**config.mk**
```make
export PLATFORM = sky130hd
export DESIGN_NAME = uart_ring_buffers_idle_frame_timer
export DESIGN_NICKNAME = d
export VERILOG_FILES = /design/src/design/urbift_pkg.sv /design/src/design/urbift_ram.sv /design/src/design/urbift_fifo.sv /design/src/design/uart_ring_buffers_idle_frame_timer.sv
export VERILOG_INCLUDE_DIRS = /design/src /design/src/design
export SDC_FILE = /design/constraint.sdc
export NUM_CORES = 1
export LEC_CHECK = 0
export ABC_AREA = 1
export BUFFER_PORTS_ARGS = -buffer_cell sky130_fd_sc_hd__buf_4
export CORE_MARGIN = 4
export CORE_UTILIZATION = 55
export CTS_BUF_LIST = sky130_fd_sc_hd__clkbuf_16
export CTS_CLUSTER_DIAMETER = 40
export DETAILED_ROUTE_END_ITERATION = 10
export PLACE_DENSITY = 0.71
export SLEW_MARGIN = 20
export SYNTH_ARGS = -nofsm -noshare
export SYNTH_HDL_FRONTEND = slang
export SYNTH_SLANG_ARGS = --single-unit
```
**constraint.sdc**
```tcl
create_clock -name i_clk -period 8.6 [get_ports i_clk]
set_input_delay 1.72 -clock i_clk [delete_from_list [all_inputs] [get_ports i_clk]]
set_output_delay 1.72 -clock i_clk [all_outputs]
set_load 0.01 [all_outputs]
```
**src/design/assert_macros.svh**
```systemverilog
// Assertion helpers included by the top-level design file.
// Each macro samples on the rising edge of i_clk and is disabled while reset is held.
`ifndef ASSERT_MACROS_SVH
`define ASSERT_MACROS_SVH

// A condition that must hold at every clock edge.
`define ASSERT_ALWAYS(label, cond, msg) \
    label: assert property (@(posedge i_clk) disable iff (!i_rst_n) (cond)) \
        else $error(msg);

// A condition that must hold in the same cycle as its trigger.
`define ASSERT_SAME(label, trig, cond, msg) \
    label: assert property (@(posedge i_clk) disable iff (!i_rst_n) (trig) |-> (cond)) \
        else $error(msg);

// A condition that must hold in the cycle after its trigger.
`define ASSERT_NEXT(label, trig, cond, msg) \
    label: assert property (@(posedge i_clk) disable iff (!i_rst_n) (trig) |=> (cond)) \
        else $error(msg);

`endif

```
**src/design/urbift_pkg.sv**
```systemverilog
`timescale 1ns / 1ps

package urbift_pkg;

    // Request codes carried on the input word.
    typedef enum logic [2:0] {
        REQ_PUSH    = 3'd0,
        REQ_POP     = 3'd1,
        REQ_RXBYTE  = 3'd2,
        REQ_TXREADY = 3'd3,
        REQ_TICK    = 3'd4
    } t_req;

    // Status codes returned with each result word.
    typedef enum logic [1:0] {
        ST_OK    = 2'd0,
        ST_FULL  = 2'd1,
        ST_EMPTY = 2'd2
    } t_status;

    // Configuration register indexes.
    localparam logic [1:0] CFG_IDLE_TICKS  = 2'd0;
    localparam logic [1:0] CFG_HALF_DUPLEX = 2'd1;

    // Register reset values.
    localparam logic [15:0] IDLE_TICKS_RESET  = 16'd10;
    localparam logic        HALF_DUPLEX_RESET = 1'b1;

    // FIFO occupancy flags handed from a FIFO to the controller.
    typedef struct packed {
        logic full;
        logic empty;
    } t_fifo_flags;

endpackage

```
**src/design/urbift_ram.sv**
```systemverilog
`timescale 1ns / 1ps

module urbift_ram #(
    parameter int WIDTH = 8,
    parameter int DEPTH = 64
) (
    input  logic                     i_clk,
    input  logic                     i_we,
    input  logic [$clog2(DEPTH)-1:0] i_waddr,
    input  logic [WIDTH-1:0]         i_wdata,
    input  logic                     i_re,
    input  logic [$clog2(DEPTH)-1:0] i_raddr,
    output logic [WIDTH-1:0]         o_rdata
);

    logic [WIDTH-1:0] r_mem [DEPTH];
    logic [WIDTH-1:0] r_rdata;

    // One write port and one registered read port; read data holds when not reading.
    always_ff @(posedge i_clk) begin
        if (i_we) begin
            r_mem[i_waddr] <= i_wdata;
        end
        if (i_re) begin
            r_rdata <= r_mem[i_raddr];
        end
    end

    assign o_rdata = r_rdata;

endmodule

```
**src/design/urbift_fifo.sv**
```systemverilog
`timescale 1ns / 1ps

module urbift_fifo import urbift_pkg::*; #(
    parameter int DEPTH = 64
) (
    input  logic                       i_clk,
    input  logic                       i_rst_n,
    input  logic                       i_push,
    input  logic [7:0]                 i_wr_data,
    input  logic                       i_pop,
    output logic [7:0]                 o_rd_data,
    output logic [$clog2(DEPTH+1)-1:0] o_count,
    output t_fifo_flags                o_flags
);

    localparam int PTR_W = $clog2(DEPTH);
    localparam int CNT_W = $clog2(DEPTH + 1);

    logic [PTR_W-1:0] r_head, n_head;
    logic [PTR_W-1:0] r_tail, n_tail;
    logic [CNT_W-1:0] r_count, n_count;
    logic             w_push;
    logic             w_pop;

    // Guard the requests against overflow and underflow.
    assign o_flags.full  = (r_count == CNT_W'(DEPTH));
    assign o_flags.empty = (r_count == '0);
    assign w_push = i_push && !o_flags.full;
    assign w_pop  = i_pop && !o_flags.empty;

    // Pointers wrap at the depth, which need not be a power of two.
    always_comb begin
        n_head  = r_head;
        n_tail  = r_tail;
        n_count = r_count;
        if (w_push) begin
            n_head = (r_head == PTR_W'(DEPTH - 1)) ? '0 : r_head + 1'b1;
        end
        if (w_pop) begin
            n_tail = (r_tail == PTR_W'(DEPTH - 1)) ? '0 : r_tail + 1'b1;
        end
        if (w_push && !w_pop) begin
            n_count = r_count + 1'b1;
        end else if (w_pop && !w_push) begin
            n_count = r_count - 1'b1;
        end
    end

    always_ff @(posedge i_clk) begin
        if (!i_rst_n) begin
            r_head  <= '0;
            r_tail  <= '0;
            r_count <= '0;
        end else begin
            r_head  <= n_head;
            r_tail  <= n_tail;
            r_count <= n_count;
        end
    end

    // Storage: the popped word appears on the read port in the cycle after the pop.
    urbift_ram #(
        .WIDTH (8),
        .DEPTH (DEPTH)
    ) u_ram (
        .i_clk   (i_clk),
        .i_we    (w_push),
        .i_waddr (r_head),
        .i_wdata (i_wr_data),
        .i_re    (w_pop),
        .i_raddr (r_tail),
        .o_rdata (o_rd_data)
    );

    assign o_count = r_count;

endmodule

```
**src/design/uart_ring_buffers_idle_frame_timer.sv**
```systemverilog
`timescale 1ns / 1ps
// An accepted request word's result word is registered for the next cycle.
// One request per cycle unless the result stalls; its register frees when taken.
// Each FIFO push or pop updates a pointer and count and reads or writes one entry.
// Synchronous active-low reset empties both FIFOs, clears the idle timer and the
// transmitting flag, and loads idle_ticks with 10 and half_duplex with 1.
`include "assert_macros.svh"

module uart_ring_buffers_idle_frame_timer import urbift_pkg::*; #(
    parameter int TX_DEPTH = 64,
    parameter int RX_DEPTH = 64
) (
    input  logic                          i_clk,
    input  logic                          i_rst_n,
    // Request channel
    input  logic                          i_in_valid,
    output logic                          o_in_stall,
    input  logic [2:0]                    i_req_type,
    input  logic [7:0]                    i_data_byte,
    // Result channel
    output logic                          o_out_valid,
    input  logic                          i_out_stall,
    output logic [7:0]                    o_out_byte,
    output logic [1:0]                    o_status,
    output logic                          o_send_byte,
    output logic                          o_transmitting,
    output logic                          o_frame_done,
    output logic [$clog2(RX_DEPTH+1)-1:0] o_rx_level,
    output logic [$clog2(TX_DEPTH+1)-1:0] o_tx_level,
    // Configuration channel
    input  logic                          i_cfg_valid,
    output logic                          o_cfg_ready,
    input  logic [1:0]                    i_cfg_index,
    input  logic [15:0]                   i_cfg_data
);

    typedef enum logic [1:0] {
        SRC_NONE,
        SRC_RX,
        SRC_TX
    } t_byte_src;

    logic        w_accept;
    t_req        w_req;
    t_fifo_flags w_tx_flags;
    t_fifo_flags w_rx_flags;
    logic [7:0]  w_tx_rd_data;
    logic [7:0]  w_rx_rd_data;
    logic        w_tx_push;
    logic        w_tx_pop;
    logic        w_rx_push;
    logic        w_rx_pop;
    logic        w_rx_take;
    logic        w_tick;

    logic [15:0] r_idle_ticks;
    logic        r_half_duplex;
    logic [15:0] r_idle_timer, n_idle_timer;
    logic        r_tx_active, n_tx_active;

    logic        r_valid;
    t_status     r_status, n_status;
    t_byte_src   r_src, n_src;
    logic        r_send, n_send;
    logic        r_done, n_done;

    // The result register frees in the cycle its word is taken.
    assign o_in_stall = r_valid && i_out_stall;
    assign w_accept   = i_in_valid && !o_in_stall;
    assign w_req      = t_req'(i_req_type);

    // Configuration is always accepted.
    assign o_cfg_ready = 1'b1;

    always_ff @(posedge i_clk) begin
        if (!i_rst_n) begin
            r_idle_ticks  <= IDLE_TICKS_RESET;
            r_half_duplex <= HALF_DUPLEX_RESET;
        end else if (i_cfg_valid) begin
            unique case (i_cfg_index)
                CFG_IDLE_TICKS:  r_idle_ticks  <= i_cfg_data;
                CFG_HALF_DUPLEX: r_half_duplex <= i_cfg_data[0];
                default: ;
            endcase
        end
    end

    // Request decode into FIFO operations.
    assign w_tx_push = w_accept && (w_req == REQ_PUSH);
    assign w_tx_pop  = w_accept && (w_req == REQ_TXREADY);
    assign w_rx_pop  = w_accept && (w_req == REQ_POP);
    assign w_rx_take = w_accept && (w_req == REQ_RXBYTE) && !(r_half_duplex && r_tx_active);
    assign w_rx_push = w_rx_take;
    assign w_tick    = w_accept && (w_req == REQ_TICK);

    urbift_fifo #(
        .DEPTH (TX_DEPTH)
    ) u_tx_fifo (
        .i_clk     (i_clk),
        .i_rst_n   (i_rst_n),
        .i_push    (w_tx_push),
        .i_wr_data (i_data_byte),
        .i_pop     (w_tx_pop),
        .o_rd_data (w_tx_rd_data),
        .o_count   (o_tx_level),
        .o_flags   (w_tx_flags)
    );

    urbift_fifo #(
        .DEPTH (RX_DEPTH)
    ) u_rx_fifo (
        .i_clk     (i_clk),
        .i_rst_n   (i_rst_n),
        .i_push    (w_rx_push),
        .i_wr_data (i_data_byte),
        .i_pop     (w_rx_pop),
        .o_rd_data (w_rx_rd_data),
        .o_count   (o_rx_level),
        .o_flags   (w_rx_flags)
    );

    // Idle timer, transmit flag and the result fields of this request.
    always_comb begin
        n_idle_timer = r_idle_timer;
        n_tx_active  = r_tx_active;
        n_status     = ST_OK;
        n_src        = SRC_NONE;
        n_send       = 1'b0;
        n_done       = 1'b0;
        if (w_rx_take) begin
            n_idle_timer = r_idle_ticks;
        end else if (w_tick && (r_idle_timer != '0)) begin
            n_idle_timer = r_idle_timer - 1'b1;
            n_done       = (r_idle_timer == 16'd1);
        end
        case (w_req)
            REQ_PUSH: begin
                if (w_tx_flags.full) begin
                    n_status = ST_FULL;
                end
            end
            REQ_POP: begin
                if (w_rx_flags.empty) begin
                    n_status = ST_EMPTY;
                end else begin
                    n_src = SRC_RX;
                end
            end
            REQ_TXREADY: begin
                if (w_tx_flags.empty) begin
                    n_status    = ST_EMPTY;
                    n_tx_active = 1'b0;
                end else begin
                    n_src       = SRC_TX;
                    n_send      = 1'b1;
                    n_tx_active = 1'b1;
                end
            end
            default: ;
        endcase
    end

    always_ff @(posedge i_clk) begin
        if (!i_rst_n) begin
            r_idle_timer <= '0;
            r_tx_active  <= 1'b0;
            r_valid      <= 1'b0;
        end else begin
            if (w_accept) begin
                r_idle_timer <= n_idle_timer;
                r_tx_active  <= n_tx_active;
                r_valid      <= 1'b1;
            end else if (!i_out_stall) begin
                r_valid      <= 1'b0;
            end
        end
    end

    // Result payload; the popped byte comes from the RAM read register.
    always_ff @(posedge i_clk) begin
        if (w_accept) begin
            r_status <= n_status;
            r_src    <= n_src;
            r_send   <= n_send;
            r_done   <= n_done;
        end
    end

    always_comb begin
        case (r_src)
            SRC_RX:  o_out_byte = w_rx_rd_data;
            SRC_TX:  o_out_byte = w_tx_rd_data;
            default: o_out_byte = 8'd0;
        endcase
    end

    // Levels and the flag are only updated on accept, so they match the held word.
    assign o_out_valid    = r_valid;
    assign o_status       = r_status;
    assign o_send_byte    = r_send;
    assign o_frame_done   = r_done;
    assign o_transmitting = r_tx_active;

    // A byte handed to the line always comes with ok status and the flag set.
    `ASSERT_SAME(a_send_sets_active, r_valid && r_send,
        r_tx_active && (r_status == ST_OK), "send without transmitting")

    // A push into a full transmit FIFO reports full.
    `ASSERT_NEXT(a_push_full, w_accept && (w_req == REQ_PUSH) && w_tx_flags.full,
        r_status == ST_FULL, "full push not reported")

    // The frame end is flagged only when the timer has just run out.
    `ASSERT_SAME(a_done_timer_zero, r_valid && r_done,
        r_idle_timer == '0, "frame end with running timer")

    // The FIFO levels never pass their depths.
    `ASSERT_ALWAYS(a_levels_bound,
        (o_rx_level <= ($clog2(RX_DEPTH+1))'(RX_DEPTH))
            && (o_tx_level <= ($clog2(TX_DEPTH+1))'(TX_DEPTH)),
        "FIFO level out of range")

endmodule
```
==> impl_results.md, run 1 <==
- Sequential area share after synthesis: 0.675
- Syn nets: 4928
- Clk slew on worst S/H paths: 0.06 ns
- Sink Count: 1119
- Sw Share: 0.217
- Worst hold margin: 0.465 ns
- Top cells by area, synth: edfxtp_1 (64%), nand2_1 (11%), nand3_1 (5.6%), inv_1 (4.4%), nor2_1 (4.0%)
- Adder-cell share of the synthesized area: 0.00621
- DRC viols: 0
- Outcome: complete, no violations
- Post-DRT Antenna Nets: 0
- DIE AREA: 0.0934 mm²
- First-pass GRT wire length: 186000 µm
- Most used DFF post-synth: edfxtp_1
- Die Span Y: 306 µm
- Static Leak: 22.0 nW
- Row Count: 108
- RSZ-0062 raised after global routing: false
- H-tree lvl count: 4
- Detailed placement HPWL: 71100 µm
- Worst-margin pin slew: 1.12 ns
- Comb pwr share: 0.041
- Post-synthesis area per instance: 10.0 µm²
- Fin crit share: 0.496
- Routability cong.: 0.873
- IO Pins: 64
- Unique masters post-synth: 36
- Main combinational cell family by area after synthesis: simple AND/OR/NAND/NOR gates
- Fmax achieved: 234 MHz
- HP Class: flip-flop to flip-flop
- Post-CTS setup buffers: 0
- Initial antenna violation count: 1
- Routed WL: 122000 µm
- WL/cell: 19.9 µm
- Mux share of post-synthesis cell area: 0
- Final setup viols: 0
- GRT Util Overall: 0.259
- DR iter-0 viols: 3969
- Clock power frac: 0.467
- Peak supply drop: 0.000205 V
- Share of synthesized flip-flops with an asynchronous set or reset: 0
- Starting Density: 0.558
- Share of cells above drive strength 1: 0.0716
- WP data required: 9.22 ns
- CTS root buf: clkbuf_16
- Crit path kind: input pin to flip-flop
- Final nets: 4937
- Worst Setup Slack, final: 4.33 ns
- Synth Area in Simple Gates: 0.218
- Area growth, synth to finish: 11.6%
- Dominant cell type by area after synthesis: edfxtp_1
- Max-Cap Viols: 0
- Clock Path Buffers: 3
- Post-synth top area share: 0.645
- Final core area utilization: 0.623
- Vias per std cell: 5.48
- Fin crit period: 4.27 ns
- Mapped Area: 0.0487 mm²
- Routed vias: 33600
- Clock skew: 0.0294 ns
- Synthesis Warnings: 0
- Synth cell count leaders: nand2_1 (1491), edfxtp_1 (1046), inv_1 (576)
- Switch Pwr: 0.00265 W
- Post-Synth XOR/XNOR Area: 0.00431
- Fill count: 6933
- Sequential power share: 0.493
- Vias in the first global route: 32000
- Post-cts hold buffer count: 0
- Clk_lat worst skew: 0.73 ns
- Number of synthesized register bits: 1119
- Clock buffer count from CTS: 134
- CTS tree: built
- Worst Setup End Kind: flip-flop
- Grt ovf: 0
- Critical path peak fanout: 15
- Worst slack, placed: 3.62 ns
- Pre-Repair DR Iteration Count: 6
- Gate Count Post-Synth: 4871
- Critical Path Start Type: input pin
- Max Slew Vio Count: 0
- Post-CTS sizing: 0
- Pint: 0.00952 W
- Setup TNS: 0 ns
- PwrDens: 224 mW/mm²
- Top-count cell post-synth: nand2_1
- Core Area: 0.0873 mm²
- Max-slew headroom: 0.251
- Die width: 306 µm
- Endpoints failing hold: 0
- WP data arrival: 4.89 ns
- Count of input and output buffers: 62
- Antenna diodes: 0
- Post-synth EDFFs: 1046
- Synth Area in Compound Gates: 0.0293
- Largest net degree at the start of global routing: 224
power by group through the flow:
| stage | sequential [W] | clock (W) | combinational (W) |
|---|---|---|---|
| 2_1_floorplan | 0.00610 | 0 | 0.000276 |
| 3_5_place_dp | 0.00611 | 0 | 0.000490 |
| 5_1_grt | 0.00599 | 0.00599 | 0.000546 |
| 3_3_place_gp | 0.00611 | 0 | 0.000485 |
| 4_1_cts | 0.00599 | 0.00574 | 0.000493 |
| 6_report | 0.00599 | 0.00568 | 0.000496 |
metrics by stage:
step	area [µm²]	total power (W)	cells
final	54400	0.0122	6138
after global routing	54400	0.0125	6138
after CTS	54400	0.0122	6138
after detailed placement	49800	0.00660	5899
after global placement	49800	0.00659	5899
after floorplan	48700	0.00637	4871
cells in the final DEF (no fill, tap or decap), types with 3 or more instances in the layout:
master | Yosys | final
edfxtp_1 | 1046 | 1046
dfxtp_1 | 73 | 69
ha_1 | 21 | 21
clkinv_4 | 0 | 9
clkinv_1 | 10 | 26
clkbuf_16 | 0 | 139
nor2_2 | 4 | 5
xor2_1 | 21 | 21
inv_2 | 10 | 7
inv_6 | 0 | 15
bufinv_16 | 0 | 15
nor2_1 | 521 | 520
inv_1 | 576 | 586
nand2_2 | 8 | 8
buf_4 | 11 | 93
a21oi_1 | 90 | 90
o21ai_1 | 7 | 7
clkinv_8 | 0 | 4
clkinvlp_4 | 0 | 10
xnor2_1 | 3 | 3
nand2_1 | 1491 | 1491
nor3_1 | 12 | 11
dfxtp_4 | 0 | 4
o21ai_0 | 180 | 180
inv_8 | 0 | 6
nand3_1 | 545 | 545
or2_2 | 15 | 15
clkinv_2 | 0 | 15
registers in the layout (all words and copies together) (netlist names), 2 cells and up:
name and flops:
r_src 2, u_tx_fifo.r_head 6, u_rx_fifo.r_tail 6, u_tx_fifo.o_count 7, u_tx_fifo.u_ram.r_mem 512, r_idle_timer 16, o_status 2, r_idle_ticks 16
u_rx_fifo.u_ram.r_mem 512, u_tx_fifo.u_ram.o_rdata 8, u_rx_fifo.r_head 6, u_rx_fifo.u_ram.o_rdata 8, u_tx_fifo.r_tail 6, u_rx_fifo.o_count 7
layer usage:
layer / wire (µm) / track usage / vias to the layer above
met5: 13 / 0 / -
met1: 50300 / 0.364 / 15800
met4: 3680 / 0.0920 / 2
li1: - / - / 15900
met2: 54300 / 0.392 / 1682
met3: 13700 / 0.0710 / 248
worst paths after layout:
check,end,start,slack [ns],cells past startpoint
setup / recovery,u_rx_fifo.o_count[5],i_out_stall,4.33,18
hold / removal,r_idle_ticks[7],r_idle_ticks[7],0.47,2
setup reg to reg,u_rx_fifo.u_ram.o_rdata[0],u_rx_fifo.r_tail[0],4.98,13
hold reg to reg,r_idle_ticks[7],r_idle_ticks[7],0.47,2
cell families (layout without fill, tap and decap cells):
family | count (synthesis) | in the layout
flip-flops | 1119 | 1119
AND/OR/NAND/NOR | 2605 | 2605
adder cells (fa/ha/maj) | 23 | 23
XOR/XNOR | 24 | 24
buffers and inverters | 817 | 929
other | 1 | 1
AO/OA/AOI/OAI | 282 | 282
worst max-delay path, cell delays in order:
cell and delay [ns]:
buf_4 0.11, nand2_1 0.09, nand2_1 0.12, inv_2 0.20
nand2_1 0.09, nor2_2 0.63, inv_1 0.40, ha_1 0.34
inv_1 0.21, ha_1 0.33, nand3_1 0.10, nand3_1 0.11
nand3_1 0.09, nand2_1 0.07, nand2_1 0.06, nand2_1 0.04
o21ai_0 0.13, inv_1 0.05
layout make-up:
class                           count  area, µm²  area share
Clock buffer                      139       3480      0.0640
Tap cell                         1155       1450      0.0266
Timing Repair Buffer               94        718      0.0132
Multi-Input combinational cell   2935      12600       0.231
Clock inverter                    100       1040      0.0192
Sequential cell                  1119      32900       0.605
Inverter                          596       2250      0.0415
Power figures use the tool's default switching activity.
==> run 2, diff against run 1 <==
==> constraint.sdc (replaced) <==
create_clock -name i_clk -period 4 [get_ports i_clk]
set_input_delay 0.8 -clock i_clk [delete_from_list [all_inputs] [get_ports i_clk]]
set_output_delay 0.8 -clock i_clk [all_outputs]
set_load 0.01 [all_outputs]
==> run 2 against run 1 <==
Effect of this change: combinational power grew 120%; largest cell class unchanged; non-clock buffer count rose by 58; cell area is 1.9% higher; wire length grew 0.59%; final cell count is 1.3% higher.
==> impl_results.md, run 2 (synthesis results as in run 1) <==
- Outcome: complete, no violations
- Clk_lat worst skew: 0.73 ns (about the same)
- Die width: 306 µm (unchanged)
- DRC viols: 0 (unchanged)
- Vias per std cell: 5.48 (about the same)
- Critical path peak fanout: 8 (-7)
- Clk slew on worst S/H paths: 0.06 ns (about the same)
- Largest net degree at the start of global routing: 235 (+4.9%)
- CTS root buf: clkbuf_16
- Peak supply drop: 0.000344 V (+68%)
- Antenna diodes: 0 (unchanged)
- Count of input and output buffers: 62 (unchanged)
- Detailed placement HPWL: 74600 µm (+4.9%)
- Post-cts hold buffer count: 0 (unchanged)
- Routed vias: 34100 (+1.3%)
- DR iter-0 viols: 4209 (+6.0%)
- Crit path kind: flip-flop to primary output
- Clock Path Buffers: 3 (unchanged)
- Endpoints failing hold: 0 (unchanged)
- DIE AREA: 0.0934 mm² (unchanged)
- Row Count: 108 (unchanged)
- PwrDens: 489 mW/mm² (+120%)
- WL/cell: 19.7 µm (-0.69%)
- WP data arrival: 2.49 ns (-2.40 ns)
- Max-Cap Viols: 0 (unchanged)
- Routability cong.: 0.926 (+6.1%)
- Grt ovf: 0 (unchanged)
- Critical Path Start Type: flip-flop
- Final nets: 5004 (+1.4%)
- Area growth, synth to finish: 13.7%
- Clock buffer count from CTS: 143 (+6.7%)
- Post-CTS setup buffers: 0 (unchanged)
- Static Leak: 22.5 nW (+2.7%)
- Fin crit share: 0.823
- H-tree lvl count: 4 (unchanged)
- Setup TNS: 0 ns (unchanged)
- Worst-margin pin slew: 1.11 ns (-0.0157 ns)
- CTS tree: built
- Fmax achieved: 304 MHz
- Fin crit period: 3.29 ns
- Sink Count: 1119 (unchanged)
- Pre-Repair DR Iteration Count: 6 (unchanged)
- Inst Count DP: 5957 (+0.98%)
- Most common cell after layout, fill and taps aside: nand2_1
- First-pass GRT wire length: 188000 µm (+1.1%)
- Clock skew: 0.0250 ns (-0.00440 ns)
- Final setup viols: 0 (unchanged)
- Max Slew Vio Count: 0 (unchanged)
- Starting Density: 0.558 (unchanged)
- Worst Setup End Kind: primary output
- WP data required: 3.20 ns (-6.02 ns)
- Final std cells w/o fill: 6217 (+1.3%)
- Post-DRT Antenna Nets: 0 (unchanged)
- Hold Crit Depth: 3 (+1)
- Routed WL: 123000 µm (+0.59%)
- Core Area: 0.0873 mm² (unchanged)
- Post-CTS sizing: 0 (unchanged)
- Share of cells above drive strength 1: 0.0855 (+0.0139)
- Vias in the first global route: 32600 (+1.8%)
- RSZ-0062 raised after global routing: false
- Die Span Y: 306 µm (unchanged)
- IO Pins: 64 (unchanged)
- Worst reg-to-reg path cell count: 16 (+3)
- Max-slew headroom: 0.257 (+0.00591)
- HP Class: input pin to flip-flop
- GRT Util Overall: 0.260 (+0.000680)
- Largest regs: u_rx_fifo.u_ram.r_mem: 512 flops, u_tx_fifo.u_ram.r_mem: 512 flops
- Commonest non-fill, non-tap cells in the layout: nand2_1 (1491), edfxtp_1 (1046), inv_1 (587), nand3_1 (545), nor2_1 (520)
- Initial antenna violation count: 0 (-1)
## run 2: cell types whose count changed in the layout (fill, tap and decap cells not counted), moves of 3 or more
cell | before | now
buf_4 | 93 | 138
clkbuf_16 | 139 | 149
inv_6 | 15 | 18
clkinv_2 | 15 | 19
buf_12 | 1 | 14
bufinv_16 | 15 | 20
## run 2: worst paths after layout
check                                           from                    to  slack (ns)
worst max-delay path                        r_src[1]         o_out_byte[3]        0.71
worst min-delay path                   i_cfg_data[3]       r_idle_ticks[3]        0.29
worst max register to register  u_rx_fifo.o_count[1]  u_rx_fifo.o_count[5]        0.90
worst min register to register       r_idle_ticks[3]       r_idle_ticks[3]        0.45
## run 2: report_power, final
group | internal [W] | switching [W] | total (W)
Combinational | 0.000301 | 0.000800 | 0.00110
Clock | 0.00813 | 0.00496 | 0.0131
Sequential | 0.0128 | 0.0000440 | 0.0129
Total | 0.0213 | 0.00580 | 0.0271
## run 2: cell type report
type | instances | area [µm²]
clock buffers | 149 | 3730
clock inverters | 111 | 1210
fillers | 6800 | 31900
inverters | 596 | 2250
multi-input cells | 2935 | 12500
flip-flops and latches | 1119 | 32900
well taps | 1155 | 1450
repair buffers | 152 | 1320
## run 2: through the flow
stage                     setup WS (ns)  hold WS, ns  area, µm²  utilization  power, W
final                             0.709        0.288      55400        0.635    0.0271
after global placement            0.602        0.433      50400        0.578    0.0142
after CTS                         0.710        0.245      55400        0.634    0.0272
after detailed placement          0.529        0.435      50400        0.578    0.0142
after floorplan                   0.800        0.421      48700            -    0.0137
after global routing              0.565        0.276      55400        0.635    0.0278
## run 2: critical path, cell delays in order (launching register included)
cell and delay [ns]:
edfxtp_1 0.49, inv_1 0.09, ha_1 0.34, nand2_1 0.09, a21oi_1 0.52, buf_4 0.23
## run 2: routing by layer
metal  global-route usage  part of all wire
met1                0.374              0.42
met2                0.397              0.45
met3               0.0564              0.10
met4               0.0873             0.030
met5                    0                 0
